### config.mk
export PLATFORM = sky130hd
export DESIGN_NAME = false_color_colormap_core
export DESIGN_NICKNAME = d
export VERILOG_FILES = /design/src/fcc_pkg.sv /design/src/fcc_map.sv /design/src/false_color_colormap_core.sv
export SDC_FILE = /design/constraint.sdc
export NUM_CORES = 2
export LEC_CHECK = 0
export BUFFER_PORTS_ARGS = -buffer_cell sky130_fd_sc_hd__buf_2
export CAP_MARGIN = 10
export CORE_ASPECT_RATIO = 1.25
export CORE_MARGIN = 2
export CORE_UTILIZATION = 55
export DETAILED_ROUTE_END_ITERATION = 10
export PLACE_DENSITY = 0.73
export SETUP_SLACK_MARGIN = 0.3
export SYNTH_ARGS = -nofsm -noshare
export SYNTH_HDL_FRONTEND = slang
export SYNTH_HIERARCHICAL = 1
export SYNTH_SLANG_ARGS = --single-unit
### constraint.sdc
create_clock -name clock -period 10.1 [get_ports clock]
set_input_delay 2.525 -clock clock [delete_from_list [all_inputs] [get_ports clock]]
set_output_delay 2.525 -clock clock [all_outputs]
set_load 0.02 [all_outputs]
### src/fcc_pkg.sv
package fcc_pkg;

   // 1.0 in the Q1.16 normalized level
   localparam int QONE = 65536;
   localparam logic [16:0] Q_ONE = 17'(QONE);

   typedef enum logic [1:0] {
      MAP_JET  = 2'd0,
      MAP_HOT  = 2'd1,
      MAP_GRAY = 2'd2,
      MAP_RAMP = 2'd3
   } map_type;

   typedef struct packed {
      logic [7:0] red;
      logic [7:0] green;
      logic [7:0] blue;
   } rgb_type;

   // trunc(q * 255 / 65536) for a Q.16 level, zero when q is not positive
   function automatic logic [7:0] lvl(input logic signed [19:0] q);
      logic [27:0] t;
      begin
         t = 28'(q[18:0]) * 28'd255;
         if (q <= 20'sd0) begin
            lvl = 8'd0;
         end else begin
            lvl = t[23:16];
         end
      end
   endfunction

endpackage

### src/fcc_map.sv
module fcc_map (
   input  logic [16:0]      level,
   input  fcc_pkg::map_type sel,
   output fcc_pkg::rgb_type color
);

   localparam logic signed [19:0] P1_8 = 20'(fcc_pkg::QONE / 8);
   localparam logic signed [19:0] P1_4 = 20'(fcc_pkg::QONE / 4);
   localparam logic signed [19:0] P3_8 = 20'(fcc_pkg::QONE * 3 / 8);
   localparam logic signed [19:0] P1_2 = 20'(fcc_pkg::QONE / 2);
   localparam logic signed [19:0] P5_8 = 20'(fcc_pkg::QONE * 5 / 8);
   localparam logic signed [19:0] P3_4 = 20'(fcc_pkg::QONE * 3 / 4);
   localparam logic signed [19:0] P7_8 = 20'(fcc_pkg::QONE * 7 / 8);
   localparam logic signed [19:0] P3_2 = 20'(fcc_pkg::QONE * 3 / 2);
   localparam logic signed [19:0] P2   = 20'(fcc_pkg::QONE * 2);
   localparam logic signed [19:0] P5_2 = 20'(fcc_pkg::QONE * 5 / 2);
   localparam logic signed [19:0] P3   = 20'(fcc_pkg::QONE * 3);
   localparam logic signed [19:0] P7_2 = 20'(fcc_pkg::QONE * 7 / 2);
   localparam logic signed [19:0] P4   = 20'(fcc_pkg::QONE * 4);
   localparam logic signed [19:0] P9_2 = 20'(fcc_pkg::QONE * 9 / 2);

   always_comb begin
      logic signed [19:0] ns;
      logic signed [19:0] n4;
      logic [24:0]        hot_r;
      logic [24:0]        hot_g;
      logic [7:0]         r;
      logic [7:0]         g;
      logic [7:0]         b;
      ns    = signed'({3'b000, level});
      n4    = ns <<< 2;
      // hot ramps: n * 255 / (3/8) / 65536 == n * 85 >> 13
      hot_r = 25'(level) * 25'd85;
      hot_g = 25'(level - 17'(P3_8)) * 25'd85;
      r     = 8'd0;
      g     = 8'd0;
      b     = 8'd0;
      case (sel)
         fcc_pkg::MAP_JET: begin
            if (ns > P3_8) begin
               if (ns < P5_8) r = fcc_pkg::lvl(n4 - P3_2);
               else if (ns > P7_8) r = fcc_pkg::lvl(P9_2 - n4);
               else r = 8'd255;
            end
            if (ns > P1_8) begin
               if (ns < P3_8) g = fcc_pkg::lvl(n4 - P1_2);
               else if (ns < P5_8) g = 8'd255;
               else if (ns < P7_8) g = fcc_pkg::lvl(P7_2 - n4);
            end
            if (ns < P1_8) b = fcc_pkg::lvl(P1_2 + n4);
            else if (ns < P3_8) b = 8'd255;
            else if (ns < P5_8) b = fcc_pkg::lvl(P5_2 - n4);
         end
         fcc_pkg::MAP_HOT: begin
            r = 8'd255;
            if (ns < P3_8) begin
               r = hot_r[20:13];
            end else if (ns < P3_4) begin
               g = hot_g[20:13];
            end else begin
               b = fcc_pkg::lvl(n4 - P3);
               g = 8'd255;
            end
         end
         fcc_pkg::MAP_GRAY: begin
            r = fcc_pkg::lvl(ns);
            g = r;
            b = r;
         end
         fcc_pkg::MAP_RAMP: begin
            g = 8'd255;
            if (ns > P3_4) begin
               r = 8'd255;
               g = fcc_pkg::lvl(P4 - n4);
            end else if (ns > P1_2) begin
               r = fcc_pkg::lvl(n4 - P2);
            end else if (ns > P1_4) begin
               b = fcc_pkg::lvl(P2 - n4);
            end else if (ns > 20'sd0) begin
               g = fcc_pkg::lvl(n4);
               b = 8'd255;
            end else begin
               g = 8'd0;
               b = 8'd255;
            end
         end
         default: begin
            r = 8'd0;
         end
      endcase
      color.red   = r;
      color.green = g;
      color.blue  = b;
   end

endmodule

### src/false_color_colormap_core.sv
// false color colormap core: one signed Q16.16 sample in, one 8-bit RGB pixel out.
// input channel req_valid / req_stall / req_sample; a transfer happens on a clock
// edge with req_valid high and req_stall low. result channel rsp_valid / rsp_stall
// with rsp_red, rsp_green, rsp_blue, same transfer rule.
// csr channel: csr_valid / csr_ready / csr_index / csr_data. index 0 display_low,
// 1 inverse_range, 2 map_select, 3 ignored. csr_ready is always high. write only
// while the pipe is empty.
// pipe: subtract floor, 32x32 scale multiply, saturate to Q1.16, colormap lookup
// into the output register. rsp_valid is out_valid_ff, fed by v1_ff, v2_ff, v3_ff.
// throughput: one pixel per clock unless stalled; the multiplier is the long path.
// each stage holds its item while the one after is full and stalled, and empty
// stages still fill, so req_stall rises only once every stage holds a pixel.
// reset (synchronous) empties the pipe and loads display_low 0, inverse_range 1.0
// and the jet map.
module false_color_colormap_core (
   input  logic               clock,
   input  logic               reset,
   input  logic               req_valid,
   output logic               req_stall,
   input  logic signed [31:0] req_sample,
   output logic               rsp_valid,
   input  logic               rsp_stall,
   output logic [7:0]         rsp_red,
   output logic [7:0]         rsp_green,
   output logic [7:0]         rsp_blue,
   input  logic               csr_valid,
   output logic               csr_ready,
   input  logic [1:0]         csr_index,
   input  logic [31:0]        csr_data
);

   localparam logic [1:0] CSR_DISPLAY_LOW   = 2'd0;
   localparam logic [1:0] CSR_INVERSE_RANGE = 2'd1;
   localparam logic [1:0] CSR_MAP_SELECT    = 2'd2;

   logic signed [31:0] display_low_ff;
   logic [31:0]        inverse_range_ff;
   fcc_pkg::map_type   map_select_ff;

   logic               v1_ff, v2_ff, v3_ff, out_valid_ff;
   logic               rdy1, rdy2, rdy3, out_rdy;
   logic [31:0]        d_ff, d_in;
   logic [63:0]        prod_ff, prod_in;
   logic [16:0]        n_ff, n_in;
   fcc_pkg::rgb_type   rgb_ff, rgb_in;
   logic signed [32:0] diff;

   assign csr_ready = 1'b1;

   always_ff @(posedge clock) begin
      if (reset) begin
         display_low_ff   <= 32'sd0;
         inverse_range_ff <= 32'h0100_0000;
         map_select_ff    <= fcc_pkg::MAP_JET;
      end else if (csr_valid) begin
         case (csr_index)
            CSR_DISPLAY_LOW:   display_low_ff   <= signed'(csr_data);
            CSR_INVERSE_RANGE: inverse_range_ff <= csr_data;
            CSR_MAP_SELECT:    map_select_ff    <= fcc_pkg::map_type'(csr_data[1:0]);
            default: begin
            end
         endcase
      end
   end

   // per-stage ready so bubbles close up behind a stalled output
   assign out_rdy   = !out_valid_ff || !rsp_stall;
   assign rdy3      = !v3_ff || out_rdy;
   assign rdy2      = !v2_ff || rdy3;
   assign rdy1      = !v1_ff || rdy2;
   assign req_stall = !rdy1;

   // stage 1: distance above the floor, zero at or below it
   assign diff = {req_sample[31], req_sample} - {display_low_ff[31], display_low_ff};
   assign d_in = (diff[32] || diff == 33'sd0) ? 32'd0 : diff[31:0];

   // stage 2: Q24.40 product
   assign prod_in = 64'(d_ff) * 64'(inverse_range_ff);

   // stage 3: truncate to Q1.16 and saturate at 1.0
   assign n_in = (prod_ff[63:24] > 40'(fcc_pkg::Q_ONE)) ? fcc_pkg::Q_ONE : prod_ff[40:24];

   fcc_map u_map (
      .level (n_ff),
      .sel   (map_select_ff),
      .color (rgb_in)
   );

   always_ff @(posedge clock) begin
      if (reset) begin
         v1_ff        <= 1'b0;
         v2_ff        <= 1'b0;
         v3_ff        <= 1'b0;
         out_valid_ff <= 1'b0;
      end else begin
         if (rdy1) v1_ff <= req_valid;
         if (rdy2) v2_ff <= v1_ff;
         if (rdy3) v3_ff <= v2_ff;
         if (out_rdy) out_valid_ff <= v3_ff;
      end
   end

   always_ff @(posedge clock) begin
      if (rdy1 && req_valid) d_ff <= d_in;
      if (rdy2 && v1_ff) prod_ff <= prod_in;
      if (rdy3 && v2_ff) n_ff <= n_in;
      if (out_rdy && v3_ff) rgb_ff <= rgb_in;
   end

   assign rsp_valid = out_valid_ff;
   assign rsp_red   = rgb_ff.red;
   assign rsp_green = rgb_ff.green;
   assign rsp_blue  = rgb_ff.blue;

   a_level_range: assert property (@(posedge clock) disable iff (reset)
      v3_ff |-> n_ff <= fcc_pkg::Q_ONE)
      else $error("normalized level above 1.0");

   a_bubble_accepts: assert property (@(posedge clock) disable iff (reset)
      !v1_ff |-> !req_stall)
      else $error("input stalled with an empty first stage");

   a_reset_empty: assert property (@(posedge clock)
      reset |=> !rsp_valid && !v1_ff && !v2_ff && !v3_ff)
      else $error("pipe not empty after reset");

   a_stalled_stage_holds: assert property (@(posedge clock) disable iff (reset)
      v3_ff && !rdy3 |=> v3_ff && $stable(n_ff))
      else $error("level stage changed while blocked");

endmodule
==> flow_metrics.env <==
export IMPL_fin_tns_setup_ns=0
export IMPL_core_area_mm2=0.1083
export IMPL_cts_max_level=4
export IMPL_synth_area_leaders="fa_1 (42%), ha_1 (13%), inv_1 (9.2%)"
export IMPL_clkTransAtPathRegs_ns=0.10
export IMPL_grt_overflow=0
export IMPL_first_iter_violations=2603
export IMPL_cp_required_ns=10.36
export IMPL_max_freq_mhz=115.3
export IMPL_synth_edf_count=113
export IMPL_status="complete, no violations"
export IMPL_gp_congestion=0.9927
export IMPL_peakVddDrop_mv=0.1658
export IMPL_rsz0062_at_grt="no"
export IMPL_dp_hpwl_mm=134.5
export IMPL_synth_area_leader_cell="fa_1"
export IMPL_drive_gt1_share_pct=4.654
export IMPL_crit_type="reg2reg"
export IMPL_die_h_um=373.0
export IMPL_numCtsBuffers=17
export IMPL_hold_buffers=0
export IMPL_portBuffers=96
export IMPL_rrSetupSlack_ns=1.42
export IMPL_r2r_end="prod_ff[58]$_DFFE_PP_"
export IMPL_first_pass_iters=5
export IMPL_holdPathEnd="display_low_ff[18]$_SDFFE_PP0P_"
export IMPL_ys_ff_latch=183
export IMPL_synthesis_instances=6465
export IMPL_crit_fanout=33
export IMPL_synth_top_area_share_pct=41.93
export IMPL_holdCritPathClass="reg2reg"
export IMPL_yosysMostFrequentCell="inv_1"
export IMPL_setup_violations_final=0
export IMPL_die_w_um=299.2
export IMPL_use_met1_pct=36.29
export IMPL_track_usage_pct=30.46
export IMPL_areaGrowthSynthToFinish_pct=4.306
export IMPL_min_from="display_low_ff[18]$_SDFFE_PP0P_"
export IMPL_startpoint="inverse_range_ff[11]$_SDFFE_PP0P_"
export IMPL_grt_pass1_vias=48370
export IMPL_start_util_pct=55.34
export IMPL_final_nets=8355
export IMPL_slew_viol_final=0
export IMPL_synthesis_nets=8409
export IMPL_worst_r2r_cell_count=24
export IMPL_antenna_left=0
export IMPL_synth_area_per_cell_um2=9.268
export IMPL_rows=135
export IMPL_worstHoldPathCells=2
export IMPL_grt_pass1_wl_mm=262.9
export IMPL_post_cts_buffers=0
export IMPL_top_usage_layer="met2"
export IMPL_critPathMaxStageDelay_ns=1.16
export IMPL_met2_usage_pct=53.00
export IMPL_netlist_area_mm2=0.05992
export IMPL_path_cells="and2_1 -> fa_1 -> fa_1 -> fa_1 -> inv_1 -> fa_1 -> inv_1 -> fa_1 -> ha_1 -> fa_1 -> inv_1 -> fa_1 -> inv_1 -> ha_1 -> o21ai_0 -> o22ai_1 -> nor4_1 -> a2111oi_2 -> o2111ai_1 -> a21oi_1 -> o21ai_0 -> o21ai_1 -> a221oi_1 -> xnor2_1"
export IMPL_critical_path_arrival_ns=8.94
export IMPL_wl_per_cell_um=20.76
export IMPL_drt_wl_total_mm=163.3
export IMPL_leakagePower_nw=30.97
export IMPL_crit_slowest_cell="dfxtp_1"
export IMPL_cp_end_kind="flip-flop"
export IMPL_crit_path_start_kind="flip-flop"
export IMPL_worstMarginPinSlew_ns=1.349
export IMPL_fin_crit_ns=8.676
export IMPL_hold_viol_final=0
export IMPL_relSlewSlack_pct=9.465
export IMPL_cts_tree="done"
export IMPL_power_density_mw_per_mm2=110.0
export IMPL_ios=98
export IMPL_skew_ns=0.03161
export IMPL_cts_resized=0
export IMPL_grt_max_degree=71
export IMPL_min_period_over_period_pct=85.91
export IMPL_cpMostUsedCell="fa_1"
export IMPL_antenna_found_initial=1
export IMPL_viasPerCell=5.592
export IMPL_r2r_start="inverse_range_ff[11]$_SDFFE_PP0P_"
export IMPL_ys_async_sr_fraction_pct=0
export IMPL_ctsLongestPathBuffers=2
export IMPL_ys_flop_type="edfxtp_1"
export IMPL_synth_common_cells="inv_1 (1463), fa_1 (1255), nand2_1 (719)"
export IMPL_dieArea_mm2=0.1116
export IMPL_fin_util_pct=57.72
export IMPL_ys_warn_count=6
export IMPL_yosysSeqAreaShare_pct=8.002
export IMPL_clock_latency_ns=0.54
export IMPL_netlist_cell_type_count=112
export IMPL_p_total_mw=6.872
export IMPL_maxCapViolCount=0
export IMPL_drc=0
export IMPL_cts_root_buf="clkbuf_16"
export IMPL_use_met3_pct=5.012
export IMPL_vias=43990
export IMPL_cts_sinks=183
[how the worst max path moves through the flow]
stage / slack, ns / depth (start not counted) / endpoint
2_1_floorplan: 2.65 / 27 / prod_ff[37]$_DFFE_PP_
3_3_place_gp: 1.64 / 24 / prod_ff[58]$_DFFE_PP_
3_5_place_dp: 1.51 / 24 / prod_ff[58]$_DFFE_PP_
6_report: 1.42 / 24 / prod_ff[58]$_DFFE_PP_
5_1_grt: 1.19 / 24 / prod_ff[58]$_DFFE_PP_
4_1_cts: 1.46 / 24 / prod_ff[58]$_DFFE_PP_
[routing by layer]
metal / part of all wire, % / wire length [um]
met4: 5.7 / 9263
met1: 37 / 60840
met3: 6.7 / 10980
met2: 50 / 82230
met5: 0 / 0
[per-stage QoR]
step	area [um^2]	setup slack [ns]	hold slack, ns	cells
global placement	61890	1.635	0.4432	7830
global route	62490	1.186	0.4813	7863
CTS	62490	1.463	0.4596	7862
finish	62500	1.424	0.4582	7866
detailed placement	61890	1.512	0.4472	7830
floorplan	59920	2.654	0.4363	6465
[critical path, delay by kind of cell, from the launching register on]
kind | cells | cell delay, ns
adders and majority gates | 9 | 4.15
AOI/OAI and AO/OA | 8 | 1.94
DFF | 1 | 1.16
buffers and inverters | 4 | 0.20
and+or+nand+nor | 2 | 0.80
xor gates and xnor gates | 1 | 0.09
[placed cells by master (no fill, tap or decap), drive strengths merged, types with 22 or more instances in the layout]
cell    count
nand4      34
nand3      52
a21oi     236
inv      1473
nand2b     22
a31oi      26
o21a       26
a211oi     28
dfxtp      70
nand2     720
fa       1255
xor2       84
edfxtp    113
buf       186
xnor2     195
o21ai     110
nor3       35
and2      597
ha        618
a21o       92
nor2      162
[registers in the layout, summed over array words and instances (netlist names)]
name	flops
d_ff	32
display_low_ff	32
inverse_range_ff	32
map_select_ff	2
n_ff	17
prod_ff	40
rsp_blue	8
rsp_green	8
rsp_red	8
rsp_valid	1
v1_ff	1
v2_ff	1
v3_ff	1
[cell type report]
cell class                 instances  area, um^2
multi-input combinational       4560       48640
clock inverter                    13       146.4
clock buffer                      19       454.2
inverter                        1463        5492
fill                            9402       45780
timing repair buffer             186        1156
tap                             1438        1799
antenna                            4       10.01
sequential                       183        4802
[report_power, final]
part	internal [mW]	switching [mW]	total, mW	leakage [nW]
Clock	0.347	0.368	0.715	0.298
Combinational	1.96	3.12	5.08	29.0
Sequential	0.967	0.111	1.08	1.66
Total	3.28	3.59	6.87	31.0
[kinds of logic after synthesis]
logic type / Yosys count / synth area share (%)
fa+ha+maj: 1878 / 54.92
simple gates: 1716 / 14.23
compound gates: 678 / 7.628
buf+inv: 1722 / 10.88
flops: 183 / 8.002
mux: 7 / 0.1253
xor+xnor: 280 / 4.206
other cells: 1 / 0.006259
Power figures use the tool's default switching activity.
